`config.mk`:
```
export PLATFORM = sky130hd
export DESIGN_NAME = pwm_temp_sensor_filter
export DESIGN_NICKNAME = d
export VERILOG_FILES = /design/src/rtl/ptsf_pkg.sv /design/src/rtl/ptsf_mul.sv /design/src/rtl/ptsf_div.sv /design/src/rtl/ptsf_hist.sv /design/src/rtl/pwm_temp_sensor_filter.sv
export SDC_FILE = /design/constraint.sdc
export NUM_CORES = 1
export LEC_CHECK = 0
export BUFFER_PORTS_ARGS = -buffer_cell sky130_fd_sc_hd__buf_4
export CAP_MARGIN = 10
export CORE_AREA = 3 3 209 211
export DETAILED_ROUTE_END_ITERATION = 8
export DIE_AREA = 0 0 212 214
export HOLD_SLACK_MARGIN = 0.06
export SYNTH_ARGS = -nofsm -noshare
export SYNTH_HDL_FRONTEND = slang
export SYNTH_SLANG_ARGS = --single-unit
```
`constraint.sdc`:
```
create_clock -name i_clk -period 5.5 [get_ports i_clk]
set_input_delay 0.825 -clock i_clk [delete_from_list [all_inputs] [get_ports i_clk]]
set_output_delay 0.825 -clock i_clk [all_outputs]
set_load 0.1 [all_outputs]
```
`src/rtl/ptsf_pkg.sv`:
```
// Package for the PWM temperature sensor filter.
// Holds conversion constants, register indexes, reset values and shared types.
// No dependencies.
package ptsf_pkg;

    localparam int COUNT_BITS_DEF = 15;

    localparam int HISTORY_DEPTH = 4;
    localparam int HIST_IDX_W    = $clog2(HISTORY_DEPTH);
    localparam int TEMP_W        = 16;
    localparam int SUM_W         = TEMP_W + HIST_IDX_W;

    localparam int SLOPE_W   = 10;
    localparam int K_CNT_W   = $clog2(SLOPE_W);
    localparam logic [SLOPE_W-1:0] CONV_SLOPE  = 10'd751;
    localparam logic [TEMP_W-1:0]  CONV_OFFSET = 16'd421;

    localparam int CFG_IDX_W = 2;
    localparam logic [CFG_IDX_W-1:0] CFG_DEFAULT_TEMP     = 2'd0;
    localparam logic [CFG_IDX_W-1:0] CFG_ACCEPT_WINDOW    = 2'd1;
    localparam logic [CFG_IDX_W-1:0] CFG_STARTUP_READINGS = 2'd2;

    localparam logic [7:0] RST_DEFAULT_TEMP     = 8'd25;
    localparam logic [7:0] RST_ACCEPT_WINDOW    = 8'd10;
    localparam logic [3:0] RST_STARTUP_READINGS = 4'd10;

    typedef enum logic [2:0] {
        S_IDLE,
        S_MUL,
        S_DIV,
        S_AVG,
        S_DECIDE
    } t_state;

    typedef struct packed {
        logic avg_en;
        logic commit;
    } t_hist_ctrl;

    typedef struct packed {
        logic                     startup;
        logic                     accept;
        logic signed [TEMP_W-1:0] avg;
    } t_hist_status;

endpackage

```
`src/rtl/ptsf_mul.sv`:
```
// Serial multiplier: capture count times the conversion slope, one slope bit per cycle.
// Depends on ptsf_pkg.
module ptsf_mul #(
    parameter int COUNT_BITS = ptsf_pkg::COUNT_BITS_DEF
) (
    input  logic                                     i_clk,
    input  logic                                     i_rst_n,
    input  logic                                     i_start,
    input  logic [COUNT_BITS-1:0]                    i_mcand,
    output logic                                     o_done,
    output logic [COUNT_BITS+ptsf_pkg::SLOPE_W-1:0]  o_product
);
    import ptsf_pkg::*;

    localparam int PROD_W = COUNT_BITS + SLOPE_W;

    logic [PROD_W-1:0]  r_acc;
    logic [PROD_W-1:0]  r_mcand;
    logic [K_CNT_W-1:0] r_k;
    logic               r_busy;
    logic               r_done;

    always_ff @(posedge i_clk) begin
        if (!i_rst_n) begin
            r_busy <= 1'b0;
            r_done <= 1'b0;
            r_k    <= '0;
        end else begin
            r_done <= 1'b0;
            if (i_start) begin
                r_busy <= 1'b1;
                r_k    <= '0;
            end else if (r_busy) begin
                r_k <= r_k + 1'b1;
                if (r_k == K_CNT_W'(SLOPE_W - 1)) begin
                    r_busy <= 1'b0;
                    r_done <= 1'b1;
                end
            end
        end
    end

    always_ff @(posedge i_clk) begin
        if (i_start) begin
            r_acc   <= '0;
            r_mcand <= PROD_W'(i_mcand);
        end else if (r_busy) begin
            if (CONV_SLOPE[r_k]) begin
                r_acc <= r_acc + r_mcand;
            end
            r_mcand <= {r_mcand[PROD_W-2:0], 1'b0};
        end
    end

    assign o_done    = r_done;
    assign o_product = r_acc;

endmodule

```
`src/rtl/ptsf_div.sv`:
```
// Restoring divider, one quotient bit per cycle.
// Depends on ptsf_pkg.
module ptsf_div #(
    parameter int COUNT_BITS = ptsf_pkg::COUNT_BITS_DEF
) (
    input  logic                                     i_clk,
    input  logic                                     i_rst_n,
    input  logic                                     i_start,
    input  logic [COUNT_BITS+ptsf_pkg::SLOPE_W-1:0]  i_dividend,
    input  logic [COUNT_BITS-1:0]                    i_divisor,
    output logic                                     o_done,
    output logic [COUNT_BITS+ptsf_pkg::SLOPE_W-1:0]  o_quotient
);
    import ptsf_pkg::*;

    localparam int PROD_W = COUNT_BITS + SLOPE_W;
    localparam int REM_W  = COUNT_BITS + 1;
    localparam int CNT_W  = $clog2(PROD_W);

    logic [REM_W-1:0]      r_rem;
    logic [PROD_W-1:0]     r_quo;
    logic [COUNT_BITS-1:0] r_div;
    logic [CNT_W-1:0]      r_cnt;
    logic                  r_busy;
    logic                  r_done;

    logic [REM_W-1:0] shifted;
    logic [REM_W:0]   diff;
    logic             ge;

    always_comb begin
        shifted = {r_rem[REM_W-2:0], r_quo[PROD_W-1]};
        diff    = {1'b0, shifted} - {2'b00, r_div};
        ge      = !diff[REM_W];
    end

    always_ff @(posedge i_clk) begin
        if (!i_rst_n) begin
            r_busy <= 1'b0;
            r_done <= 1'b0;
            r_cnt  <= '0;
        end else begin
            r_done <= 1'b0;
            if (i_start) begin
                r_busy <= 1'b1;
                r_cnt  <= '0;
            end else if (r_busy) begin
                r_cnt <= r_cnt + 1'b1;
                if (r_cnt == CNT_W'(PROD_W - 1)) begin
                    r_busy <= 1'b0;
                    r_done <= 1'b1;
                end
            end
        end
    end

    always_ff @(posedge i_clk) begin
        if (i_start) begin
            r_rem <= '0;
            r_quo <= i_dividend;
            r_div <= i_divisor;
        end else if (r_busy) begin
            r_rem <= ge ? diff[REM_W-1:0] : shifted;
            r_quo <= {r_quo[PROD_W-2:0], ge};
        end
    end

    assign o_done     = r_done;
    assign o_quotient = r_quo;

endmodule

```
`src/rtl/ptsf_hist.sv`:
```
// History ring, startup counter, ring average and acceptance window check.
// Depends on ptsf_pkg.
module ptsf_hist (
    input  logic                                i_clk,
    input  logic                                i_rst_n,
    input  ptsf_pkg::t_hist_ctrl                i_ctrl,
    input  logic signed [ptsf_pkg::TEMP_W-1:0]  i_raw,
    input  logic [7:0]                          i_window,
    input  logic [3:0]                          i_startup_readings,
    output ptsf_pkg::t_hist_status              o_status
);
    import ptsf_pkg::*;

    logic signed [TEMP_W-1:0] r_hist [HISTORY_DEPTH];
    logic [HIST_IDX_W-1:0]    r_idx;
    logic [3:0]               r_count;
    logic signed [TEMP_W-1:0] r_avg;

    logic signed [SUM_W-1:0]  sum;
    logic signed [SUM_W-1:0]  sum_adj;
    logic signed [SUM_W-1:0]  raw_x;
    logic signed [SUM_W-1:0]  avg_x;
    logic signed [SUM_W-1:0]  win_x;
    logic                     startup;
    logic                     in_window;
    logic                     accept;

    always_comb begin
        sum = '0;
        for (int i = 0; i < HISTORY_DEPTH; i++) begin
            sum = sum + SUM_W'(r_hist[i]);
        end
        sum_adj   = sum[SUM_W-1] ? sum + SUM_W'(HISTORY_DEPTH - 1) : sum;
        raw_x     = SUM_W'(i_raw);
        avg_x     = SUM_W'(r_avg);
        win_x     = SUM_W'(i_window);
        startup   = r_count < i_startup_readings;
        in_window = (raw_x < avg_x + win_x) && (raw_x > avg_x - win_x);
        accept    = startup || in_window;
    end

    always_ff @(posedge i_clk) begin
        if (!i_rst_n) begin
            r_idx   <= '0;
            r_count <= '0;
        end else if (i_ctrl.commit) begin
            if (accept) begin
                r_idx <= r_idx + 1'b1;
            end
            if (startup) begin
                r_count <= r_count + 1'b1;
            end
        end
    end

    always_ff @(posedge i_clk) begin
        if (i_ctrl.commit && accept) begin
            r_hist[r_idx] <= i_raw;
        end
        if (i_ctrl.avg_en) begin
            r_avg <= TEMP_W'(sum_adj >>> HIST_IDX_W);
        end
    end

    assign o_status.startup = startup;
    assign o_status.accept  = accept;
    assign o_status.avg     = r_avg;

endmodule

```
`src/rtl/pwm_temp_sensor_filter.sv`:
```
// PWM temperature sensor filter, top level. Uses ptsf_pkg, ptsf_mul, ptsf_div, ptsf_hist.
// Low-time beat: stored as the divisor, no result. High-time beat: serial multiply, bit-serial
// divide, then average and decide steps, after which the result is registered on the output;
// the multiply and divide are skipped when the stored low time is zero.
// One item at a time; a new beat is taken while a finished result waits on the output.
// Synchronous active-low reset clears control state and restores register defaults.
module pwm_temp_sensor_filter #(
    parameter int COUNT_BITS = ptsf_pkg::COUNT_BITS_DEF
) (
    input  logic                                i_clk,
    input  logic                                i_rst_n,
    input  logic                                i_in_valid,
    output logic                                o_in_stall,
    input  logic [COUNT_BITS-1:0]               i_capture_count,
    output logic                                o_out_valid,
    input  logic                                i_out_stall,
    output logic signed [ptsf_pkg::TEMP_W-1:0]  o_temperature_c,
    output logic signed [ptsf_pkg::TEMP_W-1:0]  o_raw_reading,
    output logic                                o_reading_accepted,
    output logic                                o_in_startup,
    input  logic                                i_cfg_valid,
    output logic                                o_cfg_ready,
    input  logic [ptsf_pkg::CFG_IDX_W-1:0]      i_cfg_index,
    input  logic [7:0]                          i_cfg_data
);
    import ptsf_pkg::*;

    localparam int PROD_W = COUNT_BITS + SLOPE_W;

    t_state                   r_state;
    t_state                   n_state;
    logic [7:0]               r_default_temp;
    logic [7:0]               r_accept_window;
    logic [3:0]               r_startup_readings;
    logic                     r_expect_high;
    logic [COUNT_BITS-1:0]    r_low;
    logic signed [TEMP_W-1:0] r_raw;
    logic                     r_out_valid;
    logic signed [TEMP_W-1:0] r_temp_out;
    logic signed [TEMP_W-1:0] r_raw_out;
    logic                     r_acc_out;
    logic                     r_start_out;

    logic                     in_beat;
    logic                     mul_start;
    logic                     mul_done;
    logic [PROD_W-1:0]        product;
    logic                     div_done;
    logic [PROD_W-1:0]        quotient;
    logic                     out_load;
    logic signed [TEMP_W-1:0] default_x;
    t_hist_ctrl               hist_ctrl;
    t_hist_status             hist_status;

    assign default_x = {{(TEMP_W-8){r_default_temp[7]}}, r_default_temp};
    assign in_beat   = i_in_valid && !o_in_stall;

    always_ff @(posedge i_clk) begin
        if (!i_rst_n) begin
            r_state <= S_IDLE;
        end else begin
            r_state <= n_state;
        end
    end

    always_comb begin
        n_state          = r_state;
        mul_start        = 1'b0;
        out_load         = 1'b0;
        hist_ctrl.avg_en = 1'b0;
        hist_ctrl.commit = 1'b0;
        o_in_stall       = 1'b1;
        case (r_state)
            S_IDLE: begin
                o_in_stall = 1'b0;
                if (i_in_valid && r_expect_high) begin
                    if (r_low == '0) begin
                        n_state = S_AVG;
                    end else begin
                        mul_start = 1'b1;
                        n_state   = S_MUL;
                    end
                end
            end
            S_MUL: begin
                if (mul_done) begin
                    n_state = S_DIV;
                end
            end
            S_DIV: begin
                if (div_done) begin
                    n_state = S_AVG;
                end
            end
            S_AVG: begin
                hist_ctrl.avg_en = 1'b1;
                n_state          = S_DECIDE;
            end
            S_DECIDE: begin
                if (!(r_out_valid && i_out_stall)) begin
                    hist_ctrl.commit = 1'b1;
                    out_load         = 1'b1;
                    n_state          = S_IDLE;
                end
            end
            default: begin
                n_state = S_IDLE;
            end
        endcase
    end

    always_ff @(posedge i_clk) begin
        if (!i_rst_n) begin
            r_default_temp     <= RST_DEFAULT_TEMP;
            r_accept_window    <= RST_ACCEPT_WINDOW;
            r_startup_readings <= RST_STARTUP_READINGS;
        end else if (i_cfg_valid) begin
            case (i_cfg_index)
                CFG_DEFAULT_TEMP:     r_default_temp     <= i_cfg_data;
                CFG_ACCEPT_WINDOW:    r_accept_window    <= i_cfg_data;
                CFG_STARTUP_READINGS: r_startup_readings <= i_cfg_data[3:0];
                default: ;
            endcase
        end
    end

    always_ff @(posedge i_clk) begin
        if (!i_rst_n) begin
            r_expect_high <= 1'b0;
            r_low         <= '0;
            r_out_valid   <= 1'b0;
        end else begin
            if (in_beat) begin
                r_expect_high <= !r_expect_high;
                if (!r_expect_high) begin
                    r_low <= i_capture_count;
                end
            end
            if (out_load) begin
                r_out_valid <= 1'b1;
            end else if (!i_out_stall) begin
                r_out_valid <= 1'b0;
            end
        end
    end

    always_ff @(posedge i_clk) begin
        if (in_beat && r_expect_high && r_low == '0) begin
            r_raw <= default_x;
        end else if (r_state == S_DIV && div_done) begin
            r_raw <= CONV_OFFSET - quotient[TEMP_W-1:0];
        end
        if (out_load) begin
            r_temp_out  <= hist_status.startup ? default_x : hist_status.avg;
            r_raw_out   <= r_raw;
            r_acc_out   <= hist_status.accept;
            r_start_out <= hist_status.startup;
        end
    end

    ptsf_mul #(
        .COUNT_BITS (COUNT_BITS)
    ) u_mul (
        .i_clk     (i_clk),
        .i_rst_n   (i_rst_n),
        .i_start   (mul_start),
        .i_mcand   (i_capture_count),
        .o_done    (mul_done),
        .o_product (product)
    );

    ptsf_div #(
        .COUNT_BITS (COUNT_BITS)
    ) u_div (
        .i_clk      (i_clk),
        .i_rst_n    (i_rst_n),
        .i_start    (mul_done),
        .i_dividend (product),
        .i_divisor  (r_low),
        .o_done     (div_done),
        .o_quotient (quotient)
    );

    ptsf_hist u_hist (
        .i_clk              (i_clk),
        .i_rst_n            (i_rst_n),
        .i_ctrl             (hist_ctrl),
        .i_raw              (r_raw),
        .i_window           (r_accept_window),
        .i_startup_readings (r_startup_readings),
        .o_status           (hist_status)
    );

    assign o_cfg_ready        = 1'b1;
    assign o_out_valid        = r_out_valid;
    assign o_temperature_c    = r_temp_out;
    assign o_raw_reading      = r_raw_out;
    assign o_reading_accepted = r_acc_out;
    assign o_in_startup       = r_start_out;

    a_load_gives_valid: assert property (@(posedge i_clk) disable iff (!i_rst_n)
        out_load |=> o_out_valid)
        else $error("result load did not raise output valid");

    a_rise_from_decide: assert property (@(posedge i_clk) disable iff (!i_rst_n)
        $rose(o_out_valid) |-> $past(r_state) == S_DECIDE)
        else $error("output valid rose outside decide step");

    a_startup_accepts: assert property (@(posedge i_clk) disable iff (!i_rst_n)
        o_out_valid && o_in_startup |-> o_reading_accepted)
        else $error("startup reading not stored");

    a_no_overwrite: assert property (@(posedge i_clk) disable iff (!i_rst_n)
        out_load |-> !(r_out_valid && i_out_stall))
        else $error("pending result overwritten");

    a_div_after_mul: assert property (@(posedge i_clk) disable iff (!i_rst_n)
        div_done |-> r_state == S_DIV)
        else $error("divider finished outside divide step");

endmodule

```
==> flow_summary.json, run 1 <==
{
  "status": "finished clean",
  "ys_top_cells_by_area": "edfxtp_1, dfxtp_1, ha_1",
  "nets": 1882,
  "critPathSlowestCell": "and2_2",
  "clk_pin_slew_worst_paths_ps": 60,
  "route.detailed.drc": 0,
  "start_kind": "flip-flop",
  "critPathKind": "flip-flop to flip-flop",
  "switching_share_pct": 31.66,
  "fin_ws_ps": 530.3,
  "cp_max_fo": 16,
  "clockPowerShare_pct": 32.4,
  "hold_path.class": "flip-flop to flip-flop",
  "cts_inserted_buffers": 34,
  "grt_max_degree": 58,
  "syn_area_mm2": 0.01668,
  "cp_cell_sequence": "ha_1, nand2b_1, a21oi_1, o21bai_1, a21oi_1, o21ai_0, a21oi_1, o21ai_0, o21ai_0, ha_1, or3b_1, a211o_1, or3_1, a31oi_1, o22ai_1, a21oi_1, and2_2",
  "grt-ovfl-total": 0,
  "netlist.area_leader.share_pct": 33.30,
  "grt_first_pass_wirelength_mm": 60.06,
  "holdBufCountCts": 0,
  "die_area_mm2": 0.04537,
  "final_common_cell": "nand2_1",
  "slew_headroom_pct": 26.82,
  "htreeDepth": 2,
  "worst_skew_pair.late_latency_ps": 530,
  "final_hold_viol_count": 0,
  "intPower_uw": 4495,
  "final_antenna_net_count": 0,
  "slowest_delay_ps": 530,
  "finalCritPeriodShare_pct": 90.36,
  "fin_total_pwr_uw": 6577,
  "worst_slew_pin_slew_ps": 1096,
  "fp-row-count": 75,
  "synth_edf_count": 185,
  "cts-root-buf": "clkbuf_16",
  "die_x_um": 212,
  "vias_per_cell": 5.195,
  "gp_congestion": 0.8665,
  "dp_hpwl_mm": 26.93,
  "drt-initial-drc-count": 615,
  "path_buf_inv": 0,
  "worstPathRequired_ps": 5670,
  "p_per_area_mw_per_mm2": 350.6,
  "pin_count": 67,
  "grt_setup_unrepaired": "false",
  "skew_ps": 16.96,
  "area.growth.synth_to_final_pct": 12.46,
  "clock-sinks": 295,
  "synth_flop_cell": "edfxtp_1",
  "ir_worst_vdd_mv": 0.3296,
  "core_area_mm2": 0.04195,
  "start_util_pct": 39.77,
  "setup_tns_ps": 0,
  "maxCapViolCount": 0,
  "syn_area_per_cell_um2": 10.15,
  "drive_gt1_share_pct": 10.41,
  "synth-seq-cells": 295,
  "synth_seq_area_share_pct": 46.50,
  "crit_family": "compound AO/OA/AOI/OAI gates",
  "synth.largest_area_cell": "edfxtp_1",
  "clk_path_buf_depth": 3,
  "grt_pass1_vias": 11545,
  "drt_first_pass_iters": 5,
  "place.port_buffers": 65,
  "endpoint_kind": "flip-flop",
  "crit_top_cell": "a21oi_1",
  "post-place-ws_ps": 248.7,
  "diodes": 0,
  "slew_viol_final": 0,
  "die_h_um": 214,
  "grt_antenna_before_repair": 0,
  "final_cell_mix": "nand2_1, edfxtp_1, inv_1",
  "yosys_warnings": 0,
  "async_flop_share_pct": 0,
  "synthDistinctLibCells": 85,
  "synth_cells": 1643,
  "comb_power_share_pct": 25.0,
  "drt_wl_total_mm": 36.88,
  "min_period_ps": 4970,
  "wl_per_cell_um": 16.33,
  "syn_nets": 1828,
  "cts_setup_buffers": 0,
  "p_sw_uw": 2083,
  "grt_usage_pct": 16.43,
  "worstPathArrival_ps": 5140,
  "pwr-share-seq_pct": 42.6,
  "setup_viol": 0,
  "p_leak_uw": 0.007626,
  "cts_tree": "yes",
  "fmax_ghz": 0.2012,
  "nFillCells": 3903,
  "vias": 11731
}
-- worst register-to-register path, cell delays in order (launching register included) --
cell      delay (ps)
edfxtp_1         430
ha_1             390
nand2b_1         170
a21oi_1          210
o21bai_1          90
a21oi_1          190
o21ai_0          110
a21oi_1          360
o21ai_0          160
o21ai_0          180
ha_1             150
or3b_1           360
a211o_1          290
or3_1            310
a31oi_1          140
o22ai_1          120
a21oi_1          410
and2_2           530
-- registers in the layout, indices dropped and copies added (netlist names), 2 cells and up, named ones only --
| register | count |
|---|---|
| u_hist.r_hist | 64 |
| u_div.o_quotient | 25 |
| u_mul.o_product | 25 |
| u_mul.r_mcand | 25 |
| o_raw_reading | 16 |
| o_temperature_c | 16 |
| r_raw | 16 |
| u_hist.r_avg | 16 |
| r_low | 15 |
| u_div.r_div | 15 |
| u_div.r_rem | 15 |
| r_accept_window | 8 |
| r_default_temp | 8 |
| u_div.r_cnt | 5 |
| r_startup_readings | 4 |
| u_hist.r_count | 4 |
| u_mul.r_k | 4 |
| r_state | 3 |
| u_hist.r_idx | 2 |
-- synthesized netlist by cell type (all sizes together), types with 7 or more instances --
cell type	count
mux2i	30
a21oi	83
or3	15
a21o	20
clkbuf	47
nand2	241
and2	13
a211oi	18
ha	118
a31oi	7
xor2	44
nand4	12
nor3	26
xnor2	51
edfxtp	185
and3	10
buf	12
inv	141
or2	8
a21boi	28
fa	37
dfxtp	110
nand3	26
mux2	26
o211ai	12
nor2	105
a311oi	16
nor4	16
nor2b	26
o21a	14
o21ai	58
nand2b	18
-- area by class of cell --
type	instances	area, um^2	share of cell area (%)
tap	539	674.4	3.595
multi-input combinational	1148	8184	43.62
clock inverter	16	115.1	0.6135
timing repair buffer	77	578.1	3.081
sequential	295	7759	41.35
clock buffer	42	922.1	4.915
inverter	141	529.3	2.821
-- routing by layer --
| layer | global-route usage [%] | vias to the layer above | share of wire, % |
|---|---|---|---|
| li1 | - | 5856 | - |
| met1 | 21.66 | 5614 | 45 |
| met2 | 27.99 | 213 | 49 |
| met3 | 3.120 | 48 | 4.6 |
| met4 | 3.818 | 0 | 1.8 |
| met5 | 0 | - | 0 |
-- worst paths after layout --
check	from	to	slack (ps)	cells past startpoint
min	r_low[0]	u_div.r_div[0]	460	0
min reg2reg	r_low[0]	u_div.r_div[0]	460	0
max	u_hist.r_avg[2]	u_hist.r_hist[0][10]	530	17
max reg2reg	u_hist.r_avg[2]	u_hist.r_hist[0][10]	530	17
-- cells by family after synthesis --
family                     share of synthesized area [%]
adders and majority gates                          13.29
xor gates and xnor gates                           4.987
buffers and inverters                              4.582
muxes                                              3.555
other                                            0.02248
and+or+nand+nor                                    15.04
DFF                                                46.50
AOI/OAI and AO/OA                                  12.03
-- stage by stage --
stage / area [um^2] / cells / hold slack, ps / utilization (%)
global placement: 17720 / 2200 / 439.4 / 42.24
finish: 18760 / 2258 / 463.2 / 44.73
CTS: 18760 / 2258 / 468.4 / 44.72
global route: 18760 / 2258 / 476.6 / 44.73
detailed placement: 17720 / 2200 / 446.7 / 42.24
floorplan: 16680 / 1643 / 430.4 / -
-- power by group through the flow --
| stage | clock network (uW) | registers, uW | logic, uW |
|---|---|---|---|
| after CTS | 2210 | 2800 | 1640 |
| after detailed placement | 0 | 2840 | 1630 |
| final | 2130 | 2800 | 1640 |
| after global placement | 0 | 2840 | 1610 |
| after floorplan | 0 | 2780 | 1290 |
| after global routing | 2300 | 2840 | 1870 |
-- repair_timing --
item	in CTS	in global routing
resized for setup	0	4
hold endpoints to repair	0	0
endpoints found under the setup margin	0	64
Note: power is estimated with default switching activity, not from simulation.
==> run 2, diff against run 1 <==
CORE_AREA = 2 2 208 210   (was 3 3 209 211)
CTS_BUF_LIST = sky130_fd_sc_hd__clkbuf_16   (was unset)
DIE_AREA = 0 0 210 212   (was 0 0 212 214)
==> run 2 against run 1 <==
First-iteration DRC count increased by 2.9%. Non-clock buffer count is 1 lower. Clock skew grew 1.3 ps. Worst hold slack better by 2.1 ps. Maximum frequency fell by 0.34%. Clock power is 6% higher. Count of clock-buffer cells in the layout down 6. Via count is 0.67% lower. Critical path depth increased by 1. Die area down 1.9%. Critical path type unchanged. Largest power group unchanged. Highest routed layer unchanged.
==> flow_summary.json, run 2 (synthesis results as in run 1) <==
{
  "die_area_mm2": 0.04452,
  "drive_gt1_share_pct": 10.56,
  "slew_headroom_pct": 26.91,
  "fin_worst_hold_slack_ps": 465.3,
  "holdBufCountCts": 0,
  "grt_setup_unrepaired": "false",
  "p_leak_uw": 0.007676,
  "worst_skew_pair.late_latency_ps": 540,
  "worstPathRequired_ps": 5670,
  "vias_per_cell": 5.135,
  "grt-ovfl-total": 0,
  "p_per_area_mw_per_mm2": 355.4,
  "critPathSlowestCell": "and2_2",
  "grt_usage_pct": 16.94,
  "worstPathArrival_ps": 5160,
  "grt_pass1_vias": 11540,
  "r2r_cells": 18,
  "fin_total_pwr_uw": 6701,
  "met3_length_mm": 1.589,
  "cts_inserted_buffers": 35,
  "pin_count": 67,
  "route.detailed.drc": 0,
  "nets": 1882,
  "met2_length_mm": 17.82,
  "maxCapViolCount": 0,
  "die_h_um": 212,
  "clockPowerShare_pct": 33.8,
  "largest_register_ffs": 64,
  "start_util_pct": 39.25,
  "crit_top_cell": "a21oi_1",
  "diodes": 0,
  "gp_congestion": 0.8545,
  "cp_max_fo": 16,
  "wl_per_cell_um": 16.24,
  "final_antenna_net_count": 0,
  "htreeDepth": 2,
  "cp_cell_sequence": "ha_1, fa_1, nand2b_1, a21oi_1, o21bai_1, a21oi_1, o21ai_0, a21oi_1, o21ai_0, o21ai_0, ha_1, or3b_1, a211o_1, or3_1, a31oi_1, o22ai_1, a21oi_1, and2_2",
  "grt_first_pass_wirelength_mm": 59.91,
  "cp.depth": 18,
  "skew_ps": 18.23,
  "path_buf_inv": 0,
  "pwr-share-seq_pct": 41.9,
  "vias": 11652,
  "final_common_cell": "nand2_1",
  "worst_slew_pin_slew_ps": 1095,
  "core_area_mm2": 0.04251,
  "topRoutingLayerUsed": "met4",
  "clk_path_buf_depth": 3,
  "drt_first_pass_iters": 7,
  "intPower_uw": 4593,
  "fp-row-count": 76,
  "clock-sinks": 295,
  "place.port_buffers": 65,
  "crit_family": "compound AO/OA/AOI/OAI gates",
  "fin_ws_ps": 513.1,
  "p_sw_uw": 2108,
  "area.growth.synth_to_final_pct": 13.00,
  "cts-root-buf": "clkbuf_16",
  "drt_wl_total_mm": 36.85,
  "wl_met1_mm": 16.73,
  "critPathKind": "flip-flop to flip-flop",
  "clk_pin_slew_worst_paths_ps": 60,
  "final_hold_viol_count": 0,
  "start_kind": "flip-flop",
  "post-place-ws_ps": 224.6,
  "dp_hpwl_mm": 27.12,
  "die_x_um": 210,
  "setup_viol": 0,
  "final_cell_mix": "nand2_1, edfxtp_1, inv_1",
  "status": "finished clean",
  "drt-initial-drc-count": 633,
  "grt_max_degree": 58,
  "finalCritPeriodShare_pct": 90.67,
  "comb_power_share_pct": 24.3,
  "grt_antenna_before_repair": 0,
  "fmax_ghz": 0.2005,
  "regMostFlops": "u_hist.r_hist",
  "endpoint_kind": "flip-flop",
  "slew_viol_final": 0,
  "min_period_ps": 4987,
  "hold_path.class": "flip-flop to flip-flop",
  "ir_worst_vdd_mv": 0.3615,
  "cts_tree": "yes",
  "hold_depth": 0,
  "slowest_delay_ps": 540,
  "switching_share_pct": 31.46,
  "setup_tns_ps": 0
}
==> run 2: cell types whose count changed in the layout (fill, tap and decap cells not counted), sizes merged <==
cell and delta:
buf -1, bufinv +2, clkbuf -6, clkinv +1, clkinvlp +2, inv +6
==> run 2: per-layer routing <==
layer	track usage, %	vias up
met3	2.467	50
met1	22.12	5511
met5	0	-
met2	29.42	209
li1	-	5882
met4	4.671	0
==> run 2: power groups by stage <==
stage	Combinational [uW]	Sequential [uW]	Clock, uW
5_1_grt	1850	2840	2400
3_5_place_dp	1620	2850	0
2_1_floorplan	1290	2780	0
6_report	1630	2810	2260
3_3_place_gp	1590	2850	0
4_1_cts	1630	2810	2320
==> run 2: through the flow <==
step           util, %  std cells  area (um^2)
5_1_grt          44.35       2269        18850
4_1_cts          44.34       2269        18850
2_1_floorplan        -       1643        16680
3_3_place_gp     41.69       2206        17720
6_report         44.35       2269        18850
3_5_place_dp     41.69       2206        17720
==> run 2: final timing paths <==
kind | from | endpoint | slack (ps)
max | u_hist.r_avg[0] | u_hist.r_hist[2][7] | 510
min | r_low[13] | u_div.r_div[13] | 470
max reg2reg | u_hist.r_avg[0] | u_hist.r_hist[2][7] | 510
min reg2reg | r_low[13] | u_div.r_div[13] | 470
==> run 2: timing repair <==
item	in CTS	in global routing
endpoints found under the setup margin	0	64
buffers inserted	0	0
hold endpoints to repair	0	0
gates resized for setup	0	5
==> run 2: worst register-to-register path: cells and delay by family (launching register included) <==
family | cells | cell delay (ps)
flip-flops | 1 | 380
adder cells (fa/ha/maj) | 3 | 950
AO/OA/AOI/OAI | 11 | 1950
AND/OR/NAND/NOR | 4 | 1330
==> run 2: final cells by class <==
type / count / area, um^2
clock buffer: 36 / 900.9
clock inverter: 27 / 225.2
fill: 4004 / 23650
inverter: 141 / 529.3
multi-input combinational: 1148 / 8184
sequential: 295 / 7759
tap: 546 / 683.2
timing repair buffer: 76 / 570.5
==> run 3, diff against run 2 <==
ABC_AREA = 1   (was unset)
CORE_AREA = 2 2 210 212   (was 2 2 208 210)
DIE_AREA = 0 0 212 214   (was 0 0 210 212)
==> run 3 against run 2 <==
Register-to-register slack improved by 790 ps. Area after synthesis is 2.7% higher. Critical path depth is 9 higher. Highest routed layer unchanged. Largest cell class unchanged. Power grew 2.8%. Clock power is 5% lower.
==> flow_summary.json, run 3 <==
{
  "status": "finished clean",
  "setup_tns_ps": 0,
  "async_flop_share_pct": 0,
  "syn_area_per_cell_um2": 8.535,
  "route.detailed.drc": 0,
  "grt-ovfl-total": 0,
  "regMostFlops": "u_hist.r_hist",
  "r2r_start": "u_hist.r_avg[0]",
  "holdBufCountCts": 0,
  "grt_setup_unrepaired": "false",
  "min_period_ps": 4199,
  "die_x_um": 212,
  "maxCapViolCount": 0,
  "worstPathArrival_ps": 4390,
  "drt-initial-drc-count": 762,
  "grt_max_degree": 54,
  "start_kind": "flip-flop",
  "netlist.area_leader.share_pct": 32.42,
  "synthDistinctLibCells": 50,
  "fp-row-count": 76,
  "critPathKind": "flip-flop to flip-flop",
  "ys_top_cells_by_count": "nand2_1, inv_1, edfxtp_1, nor2_1, o21ai_0",
  "wl_per_cell_um": 15.22,
  "multi_input_area_mm2": 0.007999,
  "diodes": 0,
  "grt_usage_pct": 18.37,
  "cp_max_fo": 16,
  "cts_resized": 0,
  "fin_worst_hold_slack_ps": 465.4,
  "grt_pass1_vias": 12836,
  "die_area_mm2": 0.04537,
  "worstPathRequired_ps": 5690,
  "ys_top_cells_by_area": "edfxtp_1, dfxtp_1, nand2_1",
  "core_area_mm2": 0.04289,
  "regArea_mm2": 0.007759,
  "final_cell_mix": "nand2_1, inv_1, edfxtp_1",
  "place.port_buffers": 65,
  "pin_count": 67,
  "cts-root-buf": "clkbuf_16",
  "area.growth.synth_to_final_pct": 12.44,
  "slew_headroom_pct": 26.25,
  "cts_setup_buffers": 0,
  "final_common_cell": "nand2_1",
  "syn_nets": 2193,
  "largest_register_ffs": 64,
  "synth.largest_area_cell": "edfxtp_1",
  "clk_path_buf_depth": 3,
  "critPathSlowestCell": "fa_1",
  "rrSetupSlack_ps": 1300,
  "critPathCapture": "u_hist.r_hist[1][4]",
  "setup_viol": 0,
  "startpoint": "u_hist.r_avg[0]",
  "slowest_delay_ps": 420,
  "dp_hpwl_mm": 31.03,
  "synth-seq-cells": 295,
  "ir_worst_vdd_mv": 0.2167,
  "synth_most_common_cell": "nand2_1",
  "grt_first_pass_wirelength_mm": 66.70,
  "die_h_um": 214,
  "cts_inserted_buffers": 34,
  "worst_skew_pair.late_latency_ps": 540,
  "p_per_area_mw_per_mm2": 357.6,
  "synth_cells": 2008,
  "p_leak_uw": 0.008643,
  "clock-sinks": 295,
  "fmax_ghz": 0.2381,
  "r2r_cells": 27,
  "worst_slew_pin_slew_ps": 1105,
  "vias_per_cell": 4.924,
  "drt_first_pass_iters": 7,
  "final_antenna_net_count": 0,
  "fin_total_pwr_uw": 6890,
  "grt_antenna_before_repair": 0,
  "htreeDepth": 2,
  "yosys_warnings": 0,
  "syn_area_mm2": 0.01714,
  "crit_top_cell": "nand2_1",
  "synth_edf_count": 185,
  "start_util_pct": 39.96,
  "synth_flop_cell": "edfxtp_1",
  "nFillCells": 4140,
  "clk_pin_slew_worst_paths_ps": 60,
  "finalCritPeriodShare_pct": 76.35,
  "vias": 13207,
  "cts_tree": "yes",
  "drt_wl_total_mm": 40.83,
  "nets": 2257,
  "synth_seq_area_share_pct": 45.27,
  "r2r-end": "u_hist.r_hist[1][4]",
  "skew_ps": 33.01,
  "final_hold_viol_count": 0,
  "drive_gt1_share_pct": 7.821,
  "endpoint_kind": "flip-flop",
  "gp_congestion": 0.9214,
  "slew_viol_final": 0,
  "hold_path.class": "flip-flop to flip-flop"
}
run 3: cell count changes in the layout (fill, tap and decap cells not counted), sizes merged, moves of 53 or more:
cell   previous run  this run
nand3            26        82
inv             148       331
nand2           241       453
nor2            105       173
o21ai            58       164
a21oi            83       136
run 3: worst min-delay path by stage:
stage	start	endpoint	slack [ps]	cells past startpoint
global placement	r_low[10]	u_div.r_div[10]	450	0
floorplan	r_low[14]	u_div.r_div[14]	430	0
finish	r_low[10]	u_div.r_div[10]	470	0
detailed placement	r_low[10]	u_div.r_div[10]	450	0
CTS	r_low[10]	u_div.r_div[10]	470	0
global route	r_low[10]	u_div.r_div[10]	480	0
run 3: layer usage:
metal / GRT usage, % / share of wire [%]
met3: 2.947 / 3.8
met5: 0 / 0
met2: 32.12 / 49
met4: 4.343 / 1.8
met1: 23.68 / 45
run 3: logic make-up (layout without fill, tap and decap cells):
| kind of cell | after synthesis | after routing | synth area share [%] |
|---|---|---|---|
| AO/OA/AOI/OAI | 355 | 355 | 11.37 |
| XOR/XNOR | 59 | 59 | 3.015 |
| AND/OR/NAND/NOR | 781 | 781 | 19.27 |
| buffers and inverters | 361 | 450 | 8.060 |
| flip-flops | 295 | 295 | 45.27 |
| adder cells (fa/ha/maj) | 155 | 155 | 12.94 |
| other | 1 | 1 | 0.02188 |
| multiplexers | 1 | 1 | 0.05841 |
run 3: through the flow:
stage / instances / instance area [um^2] / worst slack (ps) / util, %
after floorplan: 2008 / 17140 / 1423 / -
after global placement: 2621 / 18220 / 1490 / 42.48
after detailed placement: 2621 / 18220 / 1404 / 42.48
after CTS: 2682 / 19270 / 1350 / 44.93
after global routing: 2682 / 19270 / 929.0 / 44.93
final: 2682 / 19270 / 1301 / 44.93
run 3: critical path, delay by kind of cell, from the launching register on:
family                   cells  cell delay [ps]
AND/OR/NAND/NOR             19             1880
adder cells (fa/ha/maj)      3              920
flip-flops                   1              350
buffers and inverters        2              320
AO/OA/AOI/OAI                2              290
XOR/XNOR                     1               80
run 3: layout make-up:
cell class                      instances  area share [%]
Inverter                              318           6.194
Sequential cell                       295           40.26
Clock buffer                           35           4.545
Tap cell                              585           3.798
Clock inverter                         26          0.9220
Timing Repair Buffer                   71           2.766
Multi-Input combinational cell       1352           41.51
run 3: power by group:
| group | switching (uW) | internal, uW | total, uW |
|---|---|---|---|
| Sequential | 214 | 2600 | 2820 |
| Clock | 901 | 1250 | 2150 |
| Combinational | 1260 | 664 | 1920 |
| Total | 2370 | 4520 | 6890 |
